===== src/casp_pkg.sv =====
package casp_pkg;

    // Line buffer depth and the widths that follow from it
    localparam int MAX_WIDTH = 256;
    localparam int COL_W     = $clog2(MAX_WIDTH);
    localparam int DIM_W     = 9;
    localparam int LEN_W     = (COL_W + 1 > DIM_W) ? COL_W + 1 : DIM_W;
    localparam int THR_W     = 4;

    // Configuration port
    localparam int CFG_IDX_W  = 2;
    localparam int CFG_DATA_W = 9;

    localparam logic [DIM_W-1:0] GRID_WIDTH_RST     = DIM_W'(64);
    localparam logic [DIM_W-1:0] GRID_HEIGHT_RST    = DIM_W'(64);
    localparam logic [THR_W-1:0] WALL_THRESHOLD_RST = THR_W'(4);

    typedef enum logic [CFG_IDX_W-1:0] {
        CFG_GRID_WIDTH     = 2'd0,
        CFG_GRID_HEIGHT    = 2'd1,
        CFG_WALL_THRESHOLD = 2'd2
    } t_cfg_idx;

    // Result queue
    localparam int OQ_DEPTH = 4;
    localparam int OQ_PTR_W = $clog2(OQ_DEPTH);

    // Window column outside the grid
    localparam logic [2:0] BORDER_COL = 3'b111;

    typedef struct packed {
        logic action;
        logic cell_is_wall;
    } t_in_item;

    typedef struct packed {
        logic new_is_wall;
        logic last_of_frame;
    } t_out_item;

endpackage


===== src/cave_automaton_smoothing_pass_top.sv =====
// Cave smoothing pass: one step of a 3x3 wall/floor cellular automaton.
// Input channel (i_in_valid / o_in_ready / i_in_data): one cell per item in
// raster order, grid_height rows of grid_width cells, then one row of
// grid_width padding items that flushes the last grid row.
// Output channel (o_out_valid / i_out_ready / o_out_data): smoothed cells in
// raster order, one row behind the input; last_of_frame marks the final one.
// Config port (i_cfg_we / i_cfg_idx / i_cfg_wdata): write only, one cycle,
// index 0 grid_width, 1 grid_height, 2 wall_threshold. Write while idle.
// Throughput: one item per cycle, sustained while the receiver keeps up;
// the row end item yields two results, which a four-entry result queue
// absorbs while the next row's first item yields none. A result can be
// taken after the item completing its window: line buffer read, then queue.
// The line buffers share one 2-bit wide RAM read in the input stage, ahead of the
// window stage; a bypass covers a one-column grid reading its own write.
// Reset clears the counters, the window, the stage valid and the queue and
// loads the register defaults; the line RAM is not cleared, top-row reads
// are forced to border instead.
// When the receiver stalls, the queue fills and the window stage holds,
// and o_in_ready drops once fewer than two queue entries are free.
module cave_automaton_smoothing_pass_top (
    input  logic                                i_clk,
    input  logic                                i_rst_n,
    input  logic                                i_in_valid,
    output logic                                o_in_ready,
    input  casp_pkg::t_in_item                  i_in_data,
    output logic                                o_out_valid,
    input  logic                                i_out_ready,
    output casp_pkg::t_out_item                 o_out_data,
    input  logic                                i_cfg_we,
    input  logic [casp_pkg::CFG_IDX_W-1:0]      i_cfg_idx,
    input  logic [casp_pkg::CFG_DATA_W-1:0]     i_cfg_wdata
);

    localparam int COL_W    = casp_pkg::COL_W;
    localparam int DIM_W    = casp_pkg::DIM_W;
    localparam int LEN_W    = casp_pkg::LEN_W;
    localparam int THR_W    = casp_pkg::THR_W;
    localparam int OQ_PTR_W = casp_pkg::OQ_PTR_W;

    // Configuration registers
    logic [DIM_W-1:0] r_grid_width;
    logic [DIM_W-1:0] r_grid_height;
    logic [THR_W-1:0] r_wall_threshold;

    always_ff @(posedge i_clk) begin
        if (!i_rst_n) begin
            r_grid_width     <= casp_pkg::GRID_WIDTH_RST;
            r_grid_height    <= casp_pkg::GRID_HEIGHT_RST;
            r_wall_threshold <= casp_pkg::WALL_THRESHOLD_RST;
        end else if (i_cfg_we) begin
            case (i_cfg_idx)
                casp_pkg::CFG_GRID_WIDTH:     r_grid_width     <= i_cfg_wdata[DIM_W-1:0];
                casp_pkg::CFG_GRID_HEIGHT:    r_grid_height    <= i_cfg_wdata[DIM_W-1:0];
                casp_pkg::CFG_WALL_THRESHOLD: r_wall_threshold <= i_cfg_wdata[THR_W-1:0];
                default: ;
            endcase
        end
    end

    // Clamp width to 1..MAX_WIDTH and height to at least 1
    logic [LEN_W-1:0] width_eff;
    logic [DIM_W-1:0] height_eff;

    always_comb begin
        if (r_grid_width == '0) begin
            width_eff = LEN_W'(1);
        end else if (LEN_W'(r_grid_width) > LEN_W'(casp_pkg::MAX_WIDTH)) begin
            width_eff = LEN_W'(casp_pkg::MAX_WIDTH);
        end else begin
            width_eff = LEN_W'(r_grid_width);
        end
        height_eff = (r_grid_height == '0) ? DIM_W'(1) : r_grid_height;
    end

    // ---------------------------------------------------------------
    // Input stage: position counters, line RAM read
    // ---------------------------------------------------------------
    logic [COL_W-1:0] r_col;
    logic [DIM_W-1:0] r_row;
    logic             in_accept;
    logic             row_end;
    logic             pad_row;
    logic             frame_end;
    logic             incoming;

    assign in_accept = i_in_valid && o_in_ready;
    assign row_end   = (LEN_W'(r_col) + LEN_W'(1)) >= width_eff;
    assign pad_row   = r_row >= height_eff;
    assign frame_end = pad_row && row_end;
    // Padding in a grid row reads as wall
    assign incoming  = i_in_data.action | i_in_data.cell_is_wall;

    always_ff @(posedge i_clk) begin
        if (!i_rst_n) begin
            r_col <= '0;
            r_row <= '0;
        end else if (in_accept) begin
            if (row_end) begin
                r_col <= '0;
                r_row <= frame_end ? '0 : r_row + DIM_W'(1);
            end else begin
                r_col <= r_col + COL_W'(1);
            end
        end
    end

    // ---------------------------------------------------------------
    // Window stage
    // ---------------------------------------------------------------
    logic             r_s1_valid;
    logic [COL_W-1:0] r_s1_col;
    logic             r_s1_top;       // row 0 or 1: upper line is border
    logic             r_s1_has_out;   // row >= 1
    logic             r_s1_pad;
    logic             r_s1_row_end;
    logic             r_s1_frame_end;
    logic             r_s1_first_col;
    logic             r_s1_second_col;
    logic             r_s1_inc;
    logic             r_byp;
    logic [1:0]       r_byp_data;

    logic             s1_fire;
    logic [1:0]       ram_q;
    logic [1:0]       line_q;         // bit0 upper, bit1 middle
    logic [1:0]       line_wdata;
    logic [2:0]       col_bits;
    logic [8:0]       r_window;
    logic [8:0]       n_window;

    casp_ram #(
        .WIDTH (2),
        .DEPTH (casp_pkg::MAX_WIDTH)
    ) u_line_ram (
        .i_clk   (i_clk),
        .i_we    (s1_fire),
        .i_waddr (r_s1_col),
        .i_wdata (line_wdata),
        .i_re    (in_accept),
        .i_raddr (r_col),
        .o_rdata (ram_q)
    );

    always_ff @(posedge i_clk) begin
        if (!i_rst_n) begin
            r_s1_valid <= 1'b0;
        end else if (o_in_ready) begin
            r_s1_valid <= i_in_valid;
        end
    end

    always_ff @(posedge i_clk) begin
        if (in_accept) begin
            r_s1_col        <= r_col;
            r_s1_top        <= r_row <= DIM_W'(1);
            r_s1_has_out    <= r_row != '0;
            r_s1_pad        <= pad_row;
            r_s1_row_end    <= row_end;
            r_s1_frame_end  <= frame_end;
            r_s1_first_col  <= r_col == '0;
            r_s1_second_col <= r_col == COL_W'(1);
            r_s1_inc        <= incoming;
            // Same column written this cycle: the RAM returns stale data
            r_byp           <= s1_fire && (r_s1_col == r_col);
            r_byp_data      <= line_wdata;
        end
    end

    assign line_q     = r_byp ? r_byp_data : ram_q;
    assign line_wdata = {r_s1_inc, line_q[1]};
    assign col_bits   = {r_s1_pad ? 1'b1 : r_s1_inc, line_q[1], r_s1_top ? 1'b1 : line_q[0]};
    assign n_window   = {col_bits, r_window[8:3]};

    always_ff @(posedge i_clk) begin
        if (!i_rst_n) begin
            r_window <= '0;
        end else if (s1_fire) begin
            r_window <= n_window;
        end
    end

    function automatic logic [3:0] wall_count(
        input logic [2:0] left,
        input logic [2:0] centre,
        input logic [2:0] right
    );
        wall_count = 4'(left[0]) + 4'(left[1]) + 4'(left[2])
                   + 4'(right[0]) + 4'(right[1]) + 4'(right[2])
                   + 4'(centre[0]) + 4'(centre[2]);
    endfunction

    // Result for the cell one column back, and for the last cell at row end
    logic                res_a_valid;
    logic                res_b_valid;
    logic [2:0]          a_left;
    logic [2:0]          b_left;
    casp_pkg::t_out_item res_a;
    casp_pkg::t_out_item res_b;

    always_comb begin
        res_a_valid = r_s1_has_out && !r_s1_first_col;
        res_b_valid = r_s1_has_out && r_s1_row_end;
        a_left = r_s1_second_col ? casp_pkg::BORDER_COL : n_window[2:0];
        b_left = r_s1_first_col ? casp_pkg::BORDER_COL : n_window[5:3];
        res_a.new_is_wall   = wall_count(a_left, n_window[5:3], n_window[8:6])
                              > r_wall_threshold;
        res_a.last_of_frame = r_s1_frame_end && !res_b_valid;
        res_b.new_is_wall   = wall_count(b_left, n_window[8:6], casp_pkg::BORDER_COL)
                              > r_wall_threshold;
        res_b.last_of_frame = r_s1_frame_end;
    end

    // ---------------------------------------------------------------
    // Result queue: two pushes, one pop per cycle
    // ---------------------------------------------------------------
    casp_pkg::t_out_item r_oq [casp_pkg::OQ_DEPTH];
    logic [OQ_PTR_W-1:0] r_oq_wp;
    logic [OQ_PTR_W-1:0] r_oq_rp;
    logic [OQ_PTR_W:0]   r_oq_cnt;
    logic [OQ_PTR_W:0]   push_n;
    logic                pop;
    casp_pkg::t_out_item push_first;

    // Advance the window stage only with room for both results
    assign s1_fire    = r_s1_valid && (r_oq_cnt <= (OQ_PTR_W+1)'(casp_pkg::OQ_DEPTH - 2));
    assign o_in_ready = !r_s1_valid || s1_fire;

    assign push_n     = s1_fire ? (OQ_PTR_W+1)'(res_a_valid) + (OQ_PTR_W+1)'(res_b_valid)
                                : '0;
    assign push_first = res_a_valid ? res_a : res_b;
    assign pop        = o_out_valid && i_out_ready;

    always_ff @(posedge i_clk) begin
        if (s1_fire) begin
            if (res_a_valid || res_b_valid) begin
                r_oq[r_oq_wp] <= push_first;
            end
            if (res_a_valid && res_b_valid) begin
                r_oq[r_oq_wp + OQ_PTR_W'(1)] <= res_b;
            end
        end
    end

    always_ff @(posedge i_clk) begin
        if (!i_rst_n) begin
            r_oq_wp  <= '0;
            r_oq_rp  <= '0;
            r_oq_cnt <= '0;
        end else begin
            r_oq_wp  <= r_oq_wp + push_n[OQ_PTR_W-1:0];
            r_oq_rp  <= r_oq_rp + OQ_PTR_W'(pop);
            r_oq_cnt <= r_oq_cnt + push_n - (OQ_PTR_W+1)'(pop);
        end
    end

    assign o_out_valid = r_oq_cnt != '0;
    assign o_out_data  = r_oq[r_oq_rp];

endmodule


===== src/casp_ram.sv =====
module casp_ram #(
    parameter int WIDTH = 2,
    parameter int DEPTH = 256
) (
    input  logic                     i_clk,
    input  logic                     i_we,
    input  logic [$clog2(DEPTH)-1:0] i_waddr,
    input  logic [WIDTH-1:0]         i_wdata,
    input  logic                     i_re,
    input  logic [$clog2(DEPTH)-1:0] i_raddr,
    output logic [WIDTH-1:0]         o_rdata
);

    logic [WIDTH-1:0] r_mem [DEPTH];
    logic [WIDTH-1:0] r_rdata;

    // Read returns the old contents on a same-address write
    always_ff @(posedge i_clk) begin
        if (i_we) begin
            r_mem[i_waddr] <= i_wdata;
        end
        if (i_re) begin
            r_rdata <= r_mem[i_raddr];
        end
    end

    assign o_rdata = r_rdata;

endmodule


===== config.mk =====
export PLATFORM = sky130hd
export DESIGN_NAME = cave_automaton_smoothing_pass_top
export DESIGN_NICKNAME = d
export VERILOG_FILES = /design/src/casp_pkg.sv /design/src/cave_automaton_smoothing_pass_top.sv /design/src/casp_ram.sv
export SDC_FILE = /design/constraint.sdc
export NUM_CORES = 1
export LEC_CHECK = 0
export BUFFER_PORTS_ARGS = -buffer_cell sky130_fd_sc_hd__buf_2
export CAP_MARGIN = 20
export CORE_UTILIZATION = 50
export CTS_CLUSTER_DIAMETER = 150
export CTS_CLUSTER_SIZE = 25
export DETAILED_ROUTE_END_ITERATION = 12
export PLACE_DENSITY = 0.76
export SLEW_MARGIN = 0
export SYNTH_ARGS = -nofsm -noshare
export SYNTH_HDL_FRONTEND = slang
export SYNTH_HIERARCHICAL = 1
export SYNTH_SLANG_ARGS = --single-unit

===== constraint.sdc =====
create_clock -name i_clk -period 8 [get_ports i_clk]
set_clock_uncertainty 0.1 [all_clocks]
set_input_delay 1.2 -clock i_clk [delete_from_list [all_inputs] [get_ports i_clk]]
set_output_delay 1.2 -clock i_clk [all_outputs]
set_load 0.05 [all_outputs]

After elaboration in Yosys (flattened, before gate mapping)
Memories as Yosys holds them, arrays and structs flattened. A register that Yosys moved wholly into a read port is not among the register bits.
Index checks and enable logic that the tools add are counted.
W data, S select, Z words.
{ "totals": {"regBits": 75, "word_cells": 103, "latchBits": 0, "input_bits": 18, "ram_bits": 520, "rom_bits": 0, "out_inout_bits": 4, "memories": 2} }
{ "mem_list": {"columns": ["name", "words", "width", "rd", "rd_ports_with_merged_regs", "write_ports", "line", "source"], "rows": [
  ["u_line_ram.r_mem", 256, 2, 1, 1, 1, "casp_ram.sv:14", "logic [WIDTH-1:0] r_mem [DEPTH];"],
  ["r_oq", 4, 2, 1, 1, 2, "cave_automaton_smoothing_pass_top.sv:216", "casp_pkg::t_out_item r_oq [casp_pkg::OQ_DEPTH];"]
]} }
{ "classes": {"n_reduce_logical": 24, "mul": 0, "n_eq_ne": 4, "shift": 0, "n_bitwise": 1, "mux": 21, "magnitude_cmp": 7, "n_addsub": 23, "div_mod_pow": 0} }
{ "op_table": {"columns": ["op", "count"], "rows": [
  ["$mux W9", 4],
  ["$add A4 B1 Y4", 6],
  ["$ge A9 B9 Y1", 2],
  ["$logic_not A9 Y1", 2],
  ["$mux W1", 10],
  ["$add A8 B1 Y9 const B", 1],
  ["$add A9 B1 Y9 const B", 1],
  ["$gt A9 B9 Y1 const B", 1],
  ["$le A9 B1 Y1 const B", 1],
  ["$logic_and A1 B1 Y1", 9],
  ["$reduce_bool A9 Y1", 1],
  ["$add A4 B1 Y4 const B", 2],
  ["$add A8 B1 Y8 const B", 1],
  ["$eq A8 B1 Y1 const B", 1],
  ["$eq A8 B8 Y1", 1],
  ["$gt A4 B4 Y1", 2],
  ["$logic_not A8 Y1", 1],
  ["$mux W2", 4],
  ["$mux W8", 1],
  ["$reduce_and A2 Y1", 4],
  ["$add A1 B1 Y2", 3],
  ["$add A2 B1 Y3", 2],
  ["$mux W3", 2],
  ["$add A3 B1 Y4", 1],
  ["other kinds (14)", 17]
]} }

Depth between registers and ports, before layout
{ "logic_depth": {"ltp_word": 10, "depth_mapped": 14, "mapped_depth_nobuf": 14} }

Cells and area by module
Netlist, hierarchy kept.
{ "modules_own_cells": {"columns": ["module", "area_per_inst_um2", "cells_each", "instances"], "rows": [
  ["casp_ram", 21401.8, 1242, 1],
  ["cave_automaton_smoothing_pass_top", 4687.0, 485, 1]
]} }

Least setup slack after synthesis
No wires, ideal clock.
{ "synth_path": {"path_kind": "register -> register", "startpoint": "register r_s1_inc", "endpoint": "memory r_oq[1][1] in the netlist's numbering, data pin", "path_buffers": 0, "t_arrival_ns": 5.462, "setup_slack_ns": 2.162, "synth_period_minus_slack_ns": 5.838, "path_stages_with_launch": 10, "setup_time_ns": 0.276, "t_required_ns": 7.624, "path_cell_list": "edfxtp_1 or2_2 ha_1 fa_1 ha_1 nor2b_1 o21a_1 o21a_1 o21ai_0 o22ai_1"} }
{ "synth_lines": {"columns": ["item", "line", "source"], "rows": [
  ["start: declaration", "cave_automaton_smoothing_pass_top.sv:119", "logic r_s1_inc;"],
  ["start signal: assignment", "cave_automaton_smoothing_pass_top.sv:162", "r_s1_inc <= incoming;"],
  ["end: declaration", "cave_automaton_smoothing_pass_top.sv:216", null]
]} }

==> reports/qor.csv <==
metric;value;unit
status;finished, final reports clean;
Post-DP HPWL;33.9;mm
DRC errors left;0;
count of final hold-check violations;0;
WP depth;14;
synthesized flop and latch total;594;
Post-CTS Setup Bufs;0;
Initial DRC Count;1682;
die width;230;µm
PD cells;217;nW/µm²
standby leakage power;8.49;nW
first-pass detailed-route iteration total;6;
Slowest cell on crit path;fa_1;
root buf cell;clkbuf_16;
Fin Setup TNS;0;ns
first-pass GRT wire length;85.9;mm
global placement routability congestion;0.847;
relative slew slack;19.2;%
pre-CTS setup slack;3.21;ns
met1 Usage GRT;29.3;%
final period utilization;59.7;%
Skew-Pair Late Insertion Delay;0.59;ns
TritonCTS Buffers;27;
Vias;14700;
Final nets;1759;
Critical path origin;u_line_ram/o_rdata[0]$_DFFE_PP_;
Min Clock Period, post-route;4.78;ns
top-area cell type share of the netlist area;62.3;%
Synth Warn #;6;
EDFF count, synth;541;
final instance area;27300;µm²
cell row count;83;
Cells on Worst Hold Path;2;
r2r setup slk;3.22;ns
Worst path most repeated cell;fa_1;
Initial Util;50.8;%
io pins;22;
Clock Sinks;594;
Layout Utilization;53.1;%
critical path, cell by cell;nor2b_1 > a211oi_1 > fa_1 > fa_1 > fa_1 > inv_1 > ha_1 > fa_1 > ha_1 > nor2b_1 > o21a_1 > o21a_1 > o21ai_0 > o22ai_1;
Crit Path Category;register to register;
Finished Layout Cells;2377;
vias in the first global route;14700;
WL final;55.5;mm
CP Max Fanout;4;
Routed Antenna Nets;0;
# diodes;0;
number of port buffers;21;
FMAX;209;MHz
worst flop-to-flop path endpoint;r_oq[1][1]$_DFFE_PP_;
TritonCTS clock tree;built;
met3 Use GR;3.37;%
mapped cell area;26100;µm²
sequential fraction of the synthesis area;66.3;%
Primary FF master, synth;edfxtp_1;
top post-synthesis cells by area;edfxtp_1 62%, mux4_2 7.3%, nor2_1 4.4%;
CP Buf/Inv Count;1;
placed cell areas;26600;µm²
post-synth net total;1798;
cts hold-fix bufs;0;
CP peak stage delay;0.50;ns
met2 usage;34.4;%
Slew Viols, Final;0;
Hold WC Path Type;register to register;
Clock Tree Buf Depth;3;
Avg Vias per Cell;6.18;
Hold Path End;r_window[5]$_SDFFE_PN0P_;
r2r worst-path depth;14;
Worst Path Arrival;5.00;ns
area delta synth->final;4.69;%
largest net degree at the start of global routing;259;
Setup WS post-layout;3.22;ns
CP endpoint kind;register;
HP Start;r_window[5]$_SDFFE_PN0P_;
# resized after CTS;0;
Placed Cells;2338;
grt ovf;0;
gr busiest metal;met2;
Syn Area/Cell;15.1;µm²
Max VDD drop;0.000153;V
Crit path required time;8.23;ns
die area;53100;µm²
maxcap violations;0;
cell count after synthesis;1727;
ys async rst share;0;%
CORE AREA;51400;µm²
DR WL/cell;23.4;µm
initial antenna violation count;0;
share of cells above drive strength 1;10.9;%
Final Setup Violations;0;
H-tree levels;1;
Die Ht;230;µm
clock-pin slew on the worst setup and hold paths;0.10;ns
RSZ-0062 raised after global routing;false;
Critical R2R Launch;u_line_ram/o_rdata[0]$_DFFE_PP_;
Synth cell types;73;
Overall Global Routing Usage;21.1;%
crit path launch type;register;
CP delay by family, top;adder cells;
worst slew pin tran;1.21;ns
cell taking the most area after synthesis;edfxtp_1;
## layout make-up
type	instances	area, µm²
fill	4032	24100
clock inverter	1	8.76
clock buffer	37	713
inverter	50	195
timing repair buffer	43	319
sequential	594	17300
tap	680	851
multi-input combinational	972	7910
## metrics by stage
step / hold slack [ns] / total power [mW]
final: 0.384 / 5.94
after global routing: 0.403 / 6.16
after CTS: 0.386 / 5.96
after detailed placement: 0.371 / 4.49
after global placement: 0.359 / 4.46
after floorplan: 0.344 / 4.32
## synth_stat cells, types with 5 or more instances
library cell	number
a2111oi_0	6
a211oi_1	12
a21oi_1	26
a221oi_1	7
a22o_1	10
and2_1	12
and3_1	8
buf_12	8
buf_2	11
buf_6	11
clkbuf_1	70
dfxtp_1	53
edfxtp_1	541
fa_1	7
ha_1	46
inv_1	45
mux2_2	8
mux2i_1	82
mux4_1	20
mux4_2	84
nand2_1	71
nand2b_1	9
nand3_1	34
nand3b_1	8
nand4_1	15
nor2_1	306
nor2b_1	35
nor3_1	5
nor3b_1	6
o211ai_1	5
o21a_1	8
o21ai_0	19
o21ai_1	7
o221ai_1	16
o22ai_1	14
xnor2_1	17
xor2_1	11
## report_power, final
| part | switching (mW) | leakage [nW] | internal, mW | total, mW |
|---|---|---|---|---|
| clock network | 0.891 | 0.349 | 0.625 | 1.52 |
| logic | 0.518 | 2.85 | 0.368 | 0.886 |
| registers | 0.0542 | 5.29 | 3.48 | 3.53 |
## registers in the layout (all words and copies together) (netlist names), 2 cells and up
signal and count:
u_line_ram/r_mem 512, r_oq_rp 2, u_line_ram/o_rdata 2, r_oq 8
r_col 8, r_window 6, r_row 9, r_oq_cnt 3
r_grid_width 9, r_wall_threshold 4, r_oq_wp 2, r_s1_col 8
r_grid_height 9, r_byp_data 2
## tightest hold or removal path: stages (launching register included)
cell and delay (ns):
dfxtp_1 0.32, nand2_1 0.05, a21boi_0 0.07
## cell families (layout without fill, tap and decap cells)
logic type      after synthesis  in the layout  share of synthesized area [%]
simple gates                526            526                           8.92
xor+xnor                     28             28                          0.940
mux                         194            194                           12.8
compound gates              171            171                           4.92
flops                       594            594                           66.3
buf+inv                     161            131                           3.39
fa+ha+maj                    53             53                           2.74
## layer usage
| layer | part of all wire, % | wire (µm) | up-vias |
|---|---|---|---|
| li1 | - | - | 6455 |
| met1 | 41 | 22600 | 7447 |
| met2 | 48 | 26600 | 664 |
| met3 | 8.4 | 4660 | 114 |
| met4 | 2.9 | 1600 | 0 |
| met5 | 0 | 0 | - |
## cell usage in the layout (no fill, tap or decap), types with 6 or more instances in the layout
cell type / n
nand3b_1: 8
o21a_1: 8
nand2b_1: 9
dfxtp_1: 50
nor2b_1: 34
a2111oi_0: 6
and3_1: 8
nand4_1: 15
edfxtp_1: 541
o221ai_1: 16
nor2_1: 306
a21oi_1: 26
mux4_1: 20
o21ai_1: 7
xor2_1: 11
a22o_1: 10
buf_2: 21
buf_4: 18
a221oi_1: 7
inv_1: 44
ha_1: 46
and2_1: 12
mux2_2: 8
o21ai_0: 19
fa_1: 7
a211oi_1: 12
xnor2_1: 17
nand3_1: 34
o22ai_1: 14
clkbuf_16: 27
nand2_1: 71
clkbuf_1: 10
mux4_2: 84
mux2i_1: 82
## how the worst max path moves through the flow
stage / endpoint
CTS: r_oq[1][1]$_DFFE_PP_
finish: r_oq[1][1]$_DFFE_PP_
global placement: r_oq[1][1]$_DFFE_PP_
floorplan: r_oq[1][1]$_DFFE_PP_
global route: r_oq[1][1]$_DFFE_PP_
detailed placement: r_oq[1][1]$_DFFE_PP_
Power figures use the tool's default switching activity.
